### src/rtl/typed_socket_timer_queue_defines.svh
// Assertion macros for the timer queue, clocked on aclk and disabled in reset.
`ifndef TYPED_SOCKET_TIMER_QUEUE_DEFINES_SVH
`define TYPED_SOCKET_TIMER_QUEUE_DEFINES_SVH

// The consequent must hold in the same cycle as the antecedent.
`define TSTQ_ASSERT_SAME(label, ante, cons, msg) \
    label: assert property (@(posedge aclk) disable iff (!aresetn) (ante) |-> (cons)) \
        else $error(msg);

// The consequent must hold in the cycle after the antecedent.
`define TSTQ_ASSERT_NEXT(label, ante, cons, msg) \
    label: assert property (@(posedge aclk) disable iff (!aresetn) (ante) |=> (cons)) \
        else $error(msg);

`endif

### src/rtl/tstq_pkg.sv
package tstq_pkg;

    localparam int TIMER_SLOTS = 32;
    localparam int MAX_OUT     = 32;
    localparam int SCAN_LIMIT  = (TIMER_SLOTS < MAX_OUT) ? TIMER_SLOTS : MAX_OUT;
    localparam int IDX_W       = $clog2(TIMER_SLOTS);
    localparam int CNT_W       = $clog2(TIMER_SLOTS + 1);
    localparam int MEM_DEPTH   = 1 << IDX_W;

    typedef logic [47:0] time_t;

    localparam logic [31:0] OTHER_TIMEOUT_MS = 32'd10000;
    localparam logic [31:0] BIND_RESET_MS    = 32'd30000;
    localparam logic [31:0] ACT_RESET_MS     = 32'd60000;
    localparam logic [31:0] CONN_RESET_MS    = 32'd10000;

    localparam logic [1:0] REQ_ADD    = 2'd0;
    localparam logic [1:0] REQ_REMOVE = 2'd1;
    localparam logic [1:0] REQ_TICK   = 2'd2;

    localparam logic [1:0] TMR_BIND     = 2'd0;
    localparam logic [1:0] TMR_ACTIVITY = 2'd1;
    localparam logic [1:0] TMR_CONNECT  = 2'd2;

    localparam logic [1:0] REG_BIND     = 2'd0;
    localparam logic [1:0] REG_ACTIVITY = 2'd1;
    localparam logic [1:0] REG_CONNECT  = 2'd2;

    localparam logic [2:0] KIND_ADDED   = 3'd0;
    localparam logic [2:0] KIND_DROPPED = 3'd1;
    localparam logic [2:0] KIND_REMOVED = 3'd2;
    localparam logic [2:0] KIND_EXPIRED = 3'd3;
    localparam logic [2:0] KIND_NONE    = 3'd4;

    typedef struct packed {
        time_t       alarm;
        logic [15:0] socket;
        logic [1:0]  kind;
    } entry_t;

    typedef enum logic [2:0] {
        ST_IDLE,
        ST_ADD_WALK,
        ST_ADD_PUT,
        ST_REM_WALK,
        ST_TICK_SCAN,
        ST_TICK_EMIT,
        ST_TICK_SHIFT,
        ST_RESP
    } state_t;

endpackage

### src/rtl/typed_socket_timer_queue.sv
// Timer queue kept sorted by alarm time, with equal alarms in the order they were added.
// The input channel (s_valid/s_ready) takes one request transaction at a time: an add,
// a remove of all timers of one socket, or a tick. The result channel (m_valid/m_ready)
// gives one transaction per add or remove, and one per expired timer or a single
// "none expired" transaction per tick, with m_last on the final one of each request.
// The three timeouts are written through cfg_we/cfg_index/cfg_wdata; the user must
// do so only while idle, as the block itself does not enforce it. All timers sit in
// one single-port-read table walked one entry per cycle, except while a full output
// register holds it, by a small sequencer with separate compares for alarm order,
// socket match and expiry; s_ready is low while a request is worked on.
// An expired timer is read from the table in the cycle before it is sent, so results
// of a tick appear one per cycle while the receiver keeps m_ready high.
// A full output register stalls the sequencer until m_ready takes the transaction;
// no result is dropped. After a synchronous reset (aresetn low) the table is empty,
// the timeouts hold their default values and no result is pending.
`include "typed_socket_timer_queue_defines.svh"

module typed_socket_timer_queue
    import tstq_pkg::*;
(
    input  logic        aclk,
    input  logic        aresetn,
    input  logic        cfg_we,
    input  logic [1:0]  cfg_index,
    input  logic [31:0] cfg_wdata,
    input  logic        s_valid,
    output logic        s_ready,
    input  logic [1:0]  s_req_type,
    input  logic [15:0] s_socket_id,
    input  logic [1:0]  s_timer_type,
    input  logic [47:0] s_now_ms,
    output logic        m_valid,
    input  logic        m_ready,
    output logic [2:0]  m_result_kind,
    output logic [15:0] m_out_socket,
    output logic [1:0]  m_out_type,
    output logic [47:0] m_fire_time_ms,
    output logic [6:0]  m_removed_count,
    output logic        m_last
);

    state_t             state_reg, state_next;
    logic [CNT_W-1:0]   live_count_reg, live_count_next;
    logic [CNT_W-1:0]   ptr_reg, ptr_next;
    logic [CNT_W-1:0]   wr_reg, wr_next;
    logic [CNT_W-1:0]   cnt_reg, cnt_next;
    entry_t             new_reg, new_next;
    time_t              now_reg, now_next;
    logic [2:0]         resp_kind_reg, resp_kind_next;
    logic [31:0]        bind_reg, act_reg, conn_reg;

    entry_t             mem [MEM_DEPTH];
    entry_t             rdata_reg;
    logic               mem_we;
    logic [CNT_W-1:0]   mem_waddr;
    entry_t             mem_wdata;
    logic [IDX_W-1:0]   mem_raddr;

    logic               m_valid_reg;
    logic [2:0]         out_kind_reg;
    logic [15:0]        out_socket_reg;
    logic [1:0]         out_type_reg;
    time_t              out_fire_reg;
    logic [6:0]         out_count_reg;
    logic               out_last_reg;
    logic               out_load;

    logic               in_fire;
    logic               out_free;
    logic               table_full;
    logic               table_empty;
    logic [CNT_W-1:0]   live_last;
    logic [CNT_W-1:0]   ptr_inc;
    logic               ptr_zero;
    logic               rd_gt;
    logic               rd_match;
    logic               rd_hit;
    logic               ptr_at_end;
    logic               scan_stop;
    logic               emit_last;
    logic [31:0]        delta;
    logic [48:0]        alarm_sum;
    time_t              alarm_calc;

    assign s_ready     = (state_reg == ST_IDLE);
    assign in_fire     = s_valid && s_ready;
    assign out_free    = !m_valid_reg || m_ready;
    assign table_full  = (live_count_reg == CNT_W'(TIMER_SLOTS));
    assign table_empty = (live_count_reg == '0);
    assign live_last   = live_count_reg - 1'b1;
    assign ptr_inc     = ptr_reg + 1'b1;
    assign ptr_zero    = (ptr_reg == '0);
    assign rd_gt       = (rdata_reg.alarm > new_reg.alarm);
    assign rd_match    = (rdata_reg.socket == new_reg.socket);
    assign rd_hit      = (rdata_reg.alarm <= now_reg);
    assign ptr_at_end  = (ptr_inc == live_count_reg);
    assign scan_stop   = ptr_at_end || (ptr_inc == CNT_W'(SCAN_LIMIT));
    assign emit_last   = (ptr_inc == cnt_reg);

    always_comb begin
        case (s_timer_type)
            TMR_BIND:     delta = bind_reg;
            TMR_ACTIVITY: delta = act_reg;
            TMR_CONNECT:  delta = conn_reg;
            default:      delta = OTHER_TIMEOUT_MS;
        endcase
    end

    assign alarm_sum  = {1'b0, s_now_ms} + {17'd0, delta};
    assign alarm_calc = alarm_sum[48] ? '1 : alarm_sum[47:0];

    always_comb begin
        state_next = state_reg;
        case (state_reg)
            ST_IDLE: begin
                if (in_fire) begin
                    case (s_req_type)
                        REQ_ADD:    state_next = (table_full || table_empty) ? ST_RESP
                                                                             : ST_ADD_WALK;
                        REQ_REMOVE: state_next = table_empty ? ST_RESP : ST_REM_WALK;
                        REQ_TICK:   state_next = table_empty ? ST_RESP : ST_TICK_SCAN;
                        default:    state_next = ST_IDLE;
                    endcase
                end
            end
            ST_ADD_WALK: begin
                if (!rd_gt) begin
                    state_next = ST_RESP;
                end else if (ptr_zero) begin
                    state_next = ST_ADD_PUT;
                end
            end
            ST_ADD_PUT: state_next = ST_RESP;
            ST_REM_WALK: begin
                if (ptr_at_end) begin
                    state_next = ST_RESP;
                end
            end
            ST_TICK_SCAN: begin
                if (rd_hit) begin
                    if (scan_stop) begin
                        state_next = ST_TICK_EMIT;
                    end
                end else begin
                    state_next = ptr_zero ? ST_RESP : ST_TICK_EMIT;
                end
            end
            ST_TICK_EMIT: begin
                if (out_free && emit_last) begin
                    state_next = (cnt_reg == live_count_reg) ? ST_IDLE : ST_TICK_SHIFT;
                end
            end
            ST_TICK_SHIFT: begin
                if (ptr_at_end) begin
                    state_next = ST_IDLE;
                end
            end
            ST_RESP: begin
                if (out_free) begin
                    state_next = ST_IDLE;
                end
            end
            default: state_next = ST_IDLE;
        endcase
    end

    always_comb begin
        live_count_next = live_count_reg;
        ptr_next        = ptr_reg;
        wr_next         = wr_reg;
        cnt_next        = cnt_reg;
        new_next        = new_reg;
        now_next        = now_reg;
        resp_kind_next  = resp_kind_reg;
        mem_we          = 1'b0;
        mem_waddr       = ptr_reg;
        mem_wdata       = rdata_reg;
        case (state_reg)
            ST_IDLE: begin
                if (in_fire) begin
                    new_next = '{alarm: alarm_calc, socket: s_socket_id, kind: s_timer_type};
                    now_next = s_now_ms;
                    cnt_next = '0;
                    wr_next  = '0;
                    ptr_next = '0;
                    case (s_req_type)
                        REQ_ADD: begin
                            resp_kind_next = table_full ? KIND_DROPPED : KIND_ADDED;
                            if (!table_full) begin
                                if (table_empty) begin
                                    mem_we          = 1'b1;
                                    mem_waddr       = '0;
                                    mem_wdata       = '{alarm: alarm_calc, socket: s_socket_id,
                                                        kind: s_timer_type};
                                    live_count_next = live_count_reg + 1'b1;
                                end else begin
                                    ptr_next = live_last;
                                end
                            end
                        end
                        REQ_REMOVE: resp_kind_next = KIND_REMOVED;
                        REQ_TICK:   resp_kind_next = KIND_NONE;
                        default:    resp_kind_next = resp_kind_reg;
                    endcase
                end
            end
            ST_ADD_WALK: begin
                mem_we = 1'b1;
                mem_waddr = ptr_inc;
                if (rd_gt) begin
                    mem_wdata = rdata_reg;
                    if (!ptr_zero) begin
                        ptr_next = ptr_reg - 1'b1;
                    end
                end else begin
                    mem_wdata       = new_reg;
                    live_count_next = live_count_reg + 1'b1;
                end
            end
            ST_ADD_PUT: begin
                mem_we          = 1'b1;
                mem_waddr       = '0;
                mem_wdata       = new_reg;
                live_count_next = live_count_reg + 1'b1;
            end
            ST_REM_WALK: begin
                if (rd_match) begin
                    cnt_next = cnt_reg + 1'b1;
                end else begin
                    mem_we    = 1'b1;
                    mem_waddr = wr_reg;
                    wr_next   = wr_reg + 1'b1;
                end
                if (ptr_at_end) begin
                    live_count_next = rd_match ? wr_reg : wr_reg + 1'b1;
                end else begin
                    ptr_next = ptr_inc;
                end
            end
            ST_TICK_SCAN: begin
                if (rd_hit) begin
                    if (scan_stop) begin
                        cnt_next = ptr_inc;
                        ptr_next = '0;
                    end else begin
                        ptr_next = ptr_inc;
                    end
                end else begin
                    cnt_next = ptr_reg;
                    ptr_next = '0;
                end
            end
            ST_TICK_EMIT: begin
                if (out_free) begin
                    if (emit_last) begin
                        if (cnt_reg == live_count_reg) begin
                            live_count_next = '0;
                        end else begin
                            ptr_next = cnt_reg;
                        end
                    end else begin
                        ptr_next = ptr_inc;
                    end
                end
            end
            ST_TICK_SHIFT: begin
                mem_we    = 1'b1;
                mem_waddr = ptr_reg - cnt_reg;
                if (ptr_at_end) begin
                    live_count_next = live_count_reg - cnt_reg;
                end else begin
                    ptr_next = ptr_inc;
                end
            end
            default: begin
            end
        endcase
    end

    assign mem_raddr = ptr_next[IDX_W-1:0];
    assign out_load  = out_free && ((state_reg == ST_TICK_EMIT) || (state_reg == ST_RESP));

    always_ff @(posedge aclk) begin
        if (mem_we) begin
            mem[mem_waddr[IDX_W-1:0]] <= mem_wdata;
        end
        rdata_reg <= mem[mem_raddr];
    end

    always_ff @(posedge aclk) begin
        if (!aresetn) begin
            state_reg      <= ST_IDLE;
            live_count_reg <= '0;
            ptr_reg        <= '0;
            wr_reg         <= '0;
            cnt_reg        <= '0;
            resp_kind_reg  <= KIND_ADDED;
            m_valid_reg    <= 1'b0;
        end else begin
            state_reg      <= state_next;
            live_count_reg <= live_count_next;
            ptr_reg        <= ptr_next;
            wr_reg         <= wr_next;
            cnt_reg        <= cnt_next;
            resp_kind_reg  <= resp_kind_next;
            if (out_load) begin
                m_valid_reg <= 1'b1;
            end else if (m_ready) begin
                m_valid_reg <= 1'b0;
            end
        end
    end

    always_ff @(posedge aclk) begin
        new_reg <= new_next;
        now_reg <= now_next;
        if (out_load) begin
            if (state_reg == ST_TICK_EMIT) begin
                out_kind_reg   <= KIND_EXPIRED;
                out_socket_reg <= rdata_reg.socket;
                out_type_reg   <= rdata_reg.kind;
                out_fire_reg   <= now_reg;
                out_count_reg  <= '0;
                out_last_reg   <= emit_last;
            end else begin
                out_kind_reg   <= resp_kind_reg;
                out_socket_reg <= '0;
                out_type_reg   <= '0;
                out_fire_reg   <= (resp_kind_reg == KIND_NONE) ? now_reg : '0;
                out_count_reg  <= (resp_kind_reg == KIND_REMOVED) ? 7'(cnt_reg) : '0;
                out_last_reg   <= 1'b1;
            end
        end
    end

    always_ff @(posedge aclk) begin
        if (!aresetn) begin
            bind_reg <= BIND_RESET_MS;
            act_reg  <= ACT_RESET_MS;
            conn_reg <= CONN_RESET_MS;
        end else if (cfg_we) begin
            case (cfg_index)
                REG_BIND:     bind_reg <= cfg_wdata;
                REG_ACTIVITY: act_reg  <= cfg_wdata;
                REG_CONNECT:  conn_reg <= cfg_wdata;
                default: begin
                end
            endcase
        end
    end

    assign m_valid         = m_valid_reg;
    assign m_result_kind   = out_kind_reg;
    assign m_out_socket    = out_socket_reg;
    assign m_out_type      = out_type_reg;
    assign m_fire_time_ms  = out_fire_reg;
    assign m_removed_count = out_count_reg;
    assign m_last          = out_last_reg;

    `TSTQ_ASSERT_SAME(a_live_bound, 1'b1, live_count_reg <= CNT_W'(TIMER_SLOTS),
        "live timer count exceeds the table size")
    `TSTQ_ASSERT_NEXT(a_full_drop,
        in_fire && (s_req_type == REQ_ADD) && table_full,
        (state_reg == ST_RESP) && (resp_kind_reg == KIND_DROPPED) && table_full,
        "add to a full table was not dropped")
    `TSTQ_ASSERT_SAME(a_emit_range, state_reg == ST_TICK_EMIT,
        (ptr_reg < cnt_reg) && (cnt_reg <= live_count_reg),
        "expiry index outside the expired range")
    `TSTQ_ASSERT_SAME(a_emit_due, (state_reg == ST_TICK_EMIT) && out_free,
        rdata_reg.alarm <= now_reg,
        "timer sent as expired before its alarm")

endmodule

### config.mk
export PLATFORM = sky130hd
export DESIGN_NAME = typed_socket_timer_queue
export DESIGN_NICKNAME = d
export VERILOG_FILES = /design/src/rtl/tstq_pkg.sv /design/src/rtl/typed_socket_timer_queue.sv
export VERILOG_INCLUDE_DIRS = /design/src /design/src/rtl
export SDC_FILE = /design/constraint.sdc
export NUM_CORES = 2
export LEC_CHECK = 0
export ABC_AREA = 1
export BUFFER_PORTS_ARGS = -buffer_cell sky130_fd_sc_hd__buf_2
export CORE_ASPECT_RATIO = 1.5
export CORE_MARGIN = 5
export CORE_UTILIZATION = 57
export CTS_CLUSTER_DIAMETER = 200
export CTS_CLUSTER_SIZE = 8
export DETAILED_ROUTE_END_ITERATION = 6
export HOLD_SLACK_MARGIN = 0.03
export PLACE_DENSITY = 0.72
export SETUP_SLACK_MARGIN = 0.2
export SYNTH_ARGS = -nofsm -noshare
export SYNTH_HDL_FRONTEND = slang
export SYNTH_SLANG_ARGS = --single-unit
### constraint.sdc
create_clock -name aclk -period 8.3 [get_ports aclk]
set_input_delay 0 -clock aclk [delete_from_list [all_inputs] [get_ports aclk]]
set_output_delay 0 -clock aclk [all_outputs]
set_load 0.02 [all_outputs]
==> qor.csv <==
stage,metric,value,unit
setup_path,Critical Path Slowest Stage Cell,buf_4,
synthesis,top post-synthesis cells by count,"2302 x edfxtp_1, 2087 x nand3_1, 1655 x nand2_1",
global_route,initial antenna violation count,5,
sta,"Slew Viols, Final",0,
synthesis,number of synthesized flops with an enable pin,2302,
synthesis,"flops & latches, synth",2495,
cells_and_area,Post-Layout Cell Count,12770,
cells_and_area,design area,125400,um2
sta,RSZ-0062 raised after global routing,false,
clocking,"Reg clk slew, reported paths",50,ps
die,Die ar.,201200,um2
clocking,Bufs on Longest Clock Path,4,
die,Die Wd,367.9,um
synthesis,top cell type by total area after synthesis,edfxtp_1,
setup_path,crit path kind,flip-flop to flip-flop,
clocking,# clock sinks,2495,
cells_and_area,Reg area,72990,um2
synthesis,syn_area_per_cell,11.11,um2
routing,vias per inst,6.743,
setup_path,R2R Setup Slk,2030,ps
sta,Max Clk Rate,0.1596,GHz
setup_path,CP required,9030,ps
global_route,vias in the first global route,82920,
cells_and_area,post-layout util,65.46,%
synthesis,ys flop type,edfxtp_1,
sta,actual slew at the worst max-slew pin,1429,ps
clocking,# hold bufs at CTS,219,
routing,initial DRC count,13080,
synthesis,Cells after Synth,9863,
global_route,largest net degree at the start of global routing,228,
die,Die Height,546.9,um
cells_and_area,footprint of the multi-input gates,31840,um2
pwr,Net Sw Frac,40.89,%
die,core footprint,191500,um2
clocking,worst skew pair latency,860,ps
cells_and_area,FILL cells,13700,
pwr,Pwr Total,0.05418,W
routing,drt first pass iters,7,
clocking,# resized after CTS,0,
sta,crit path time final,6266,ps
synthesis,mapped cell area,109500,um2
pwr,static leakage,45.30,nW
setup_path,Startpoint Class,flip-flop,
global_route,first-pass GRT wire length,524700,um
setup_path,RR Startpoint,rdata_reg[45]$_DFF_P_,
global_route,total grt overflow,0,
sta,Sum Neg Setup Slack,0,ps
clocking,CTS Root Buffer Type,clkbuf_16,
synthesis,register area share after synthesis,66.64,%
clocking,"Setup Fix Bufs, Post-CTS",0,
setup_path,crit-path cells,ha_1 -> nand2_1 -> inv_1 -> nand2_1 -> nor3_1 -> nand2_1 -> nand2_1 -> nand2_1 -> nand3_1 -> nand2_1 -> nand2_1 -> nand2_1 -> nand2_8 -> buf_12 -> buf_4 -> nand4_1 -> nand3_1 -> nand3_1 -> nand3_1 -> nand3_1 -> nand2_1,
cells_and_area,synth-to-layout area growth,14.45,%
pwr,Clock Power Share,24.4,%
synthesis,asr flop ratio synth,0,%
routing,DR DRC count,3,
routing,Post-DRT Antenna Nets,0,
setup_path,CP arrival,7000,ps
synthesis,Area contributors post-synth,"edfxtp_1 63%, nand3_1 9.5%, nand4_1 6.2%",
run,max_cap viols,0,
pwr,Power Dens Cells,432.2,nW/um2
die,Cell Rows,197,
placement,dpl cell area,113000,um2
setup_path,"slowest stage delay, CP",790,ps
min_path,type of the most critical hold path,input port to flip-flop,
cells_and_area,max reg flops,2112,
setup_path,Crit. End Element,flip-flop,
min_path,hold endpoint,conn_reg[23]$_SDFFE_PN0P_,
sta,Final Hold Viols,0,
cells_and_area,nets,10300,
pwr,sw power,0.02215,W
placement,DP Cell Count,11950,
setup_path,R2R cell count,21,
synthesis,yosys warns,0,
die,num ports,186,
routing,DR vias,86130,
cells_and_area,fraction of layout cells with a size suffix above 1,8.420,%
pwr,Seq pwr share,35.0,%
run_status,outcome,"finished, violations left",
placement,Post-DP HPWL,176800,um
min_path,hold depth,4,
synthesis,Synth cell types,52,
pwr,Worst VDD drop,0.4188,mV
placement,Port Buffers,184,
run_status,failing checks,design-rule violations,
sta,final setup fails,0,
sta,fin crit share,75.49,%
pwr,Comb pwr share,40.5,%
clocking,htree depth,5,
die,initial core utilization,57.19,%
synthesis,Syn Nets,10120,
pwr,internal power,0.03203,W
routing,Routed Wire Length,358300,um
sta,Worst slew margin,4.472,%
setup_path,crit-path max FO,207,
clocking,clock buffer count from CTS,353,
clocking,CTS tree,done,
routing,Avg WL per Cell,28.05,um
synthesis,"count leader, synth",edfxtp_1,
global_route,total track usage,34.38,%
synthesis,top-area cell type share of the netlist area,63.11,%
setup_path,R2R Path End,rdata_reg[41]$_DFF_P_,
min_path,Worst Min Path Start,cfg_wdata[23],
setup_path,CP most frequent cell,nand2_1,
sta,Clock Skew,55.25,ps
placement,Placer Congestion,0.9436,
-- power groups by stage --
stage               sequential [W]  combinational, W  clock (W)
CTS                         0.0189            0.0214     0.0133
detailed placement          0.0192            0.0212          0
finish                      0.0190            0.0220     0.0132
global route                0.0190            0.0236     0.0139
floorplan                   0.0190            0.0141          0
global placement            0.0191            0.0206          0
-- routing by layer --
layer,up-vias,track usage (%),routed length [um],share of wire (%)
li1,36680,-,-,-
met1,41340,43.68,120900,34
met2,6741,55.33,167700,47
met3,1365,7.116,46470,13
met4,6,19.68,23230,6.5
met5,-,0,45,0.013
-- cells in the final DEF (no fill, tap or decap), drive strengths merged, types with 4 or more instances in the layout --
| cell type | Yosys | routed |
|---|---|---|
| a211oi | 7 | 7 |
| a21o | 9 | 9 |
| a21oi | 187 | 187 |
| a221oi | 12 | 12 |
| a22oi | 34 | 34 |
| a31oi | 17 | 17 |
| a32oi | 14 | 14 |
| buf | 337 | 383 |
| clkbuf | 443 | 587 |
| clkinv | 3 | 13 |
| dfxtp | 193 | 193 |
| dlygate4sd3 | 0 | 219 |
| edfxtp | 2302 | 2302 |
| ha | 147 | 147 |
| inv | 460 | 463 |
| nand2 | 1665 | 1665 |
| nand3 | 2090 | 2090 |
| nand4 | 1082 | 1082 |
| nor2 | 429 | 429 |
| nor3 | 20 | 20 |
| nor4 | 8 | 8 |
| o2111ai | 4 | 4 |
| o211ai | 72 | 72 |
| o21a | 5 | 5 |
| o21ai | 212 | 212 |
| o21bai | 4 | 4 |
| o221ai | 10 | 10 |
| or2 | 17 | 17 |
| xnor2 | 26 | 26 |
| xor2 | 28 | 28 |
-- worst max-delay path by stage --
stage                     cells past startpoint               endpoint                 startpoint  slack (ps)
final                                        21  rdata_reg[41]$_DFF_P_      rdata_reg[45]$_DFF_P_        2030
after detailed placement                     23  mem[12][28]$_DFFE_PP_            s_timer_type[1]        2320
after CTS                                    21  rdata_reg[41]$_DFF_P_      rdata_reg[45]$_DFF_P_        2410
after floorplan                              15    mem[0][0]$_DFFE_PP_  state_reg[1]$_SDFFE_PN0P_         440
after global routing                         21  rdata_reg[41]$_DFF_P_      rdata_reg[45]$_DFF_P_        1950
after global placement                       21  rdata_reg[41]$_DFF_P_      rdata_reg[45]$_DFF_P_        2480
-- critical path: cells and delay by family (launching register included) --
kind | cells | cell delay (ps)
fa+ha+maj | 1 | 250
buf+inv | 3 | 1490
flops | 1 | 730
simple gates | 17 | 3220
-- layout make-up --
class                      instances  area share (%)
multi-input combinational       6125           25.40
antenna                            1        0.001996
sequential                      2495           58.22
timing repair buffer             602           4.429
inverter                         463           1.402
clock buffer                     587           7.883
clock inverter                    13          0.1846
tap                             2487           2.482
-- stage by stage --
stage / hold WS [ps] / setup slack, ps
2_1_floorplan: 98.87 / 436.0
3_3_place_gp: 194.9 / 2479
3_5_place_dp: 194.0 / 2324
4_1_cts: 36.69 / 2406
5_1_grt: 45.76 / 1952
6_report: 55.19 / 2034
-- kinds of logic after synthesis --
kind of cell / after synthesis / synth area share, %
flip-flops: 2495 / 66.64
XOR/XNOR: 54 / 0.4318
adder cells (fa/ha/maj): 150 / 1.734
AND/OR/NAND/NOR: 5321 / 23.27
AO/OA/AOI/OAI: 599 / 3.225
other: 1 / 0.003424
buffers and inverters: 1243 / 4.698
Power figures use the tool's default switching activity.
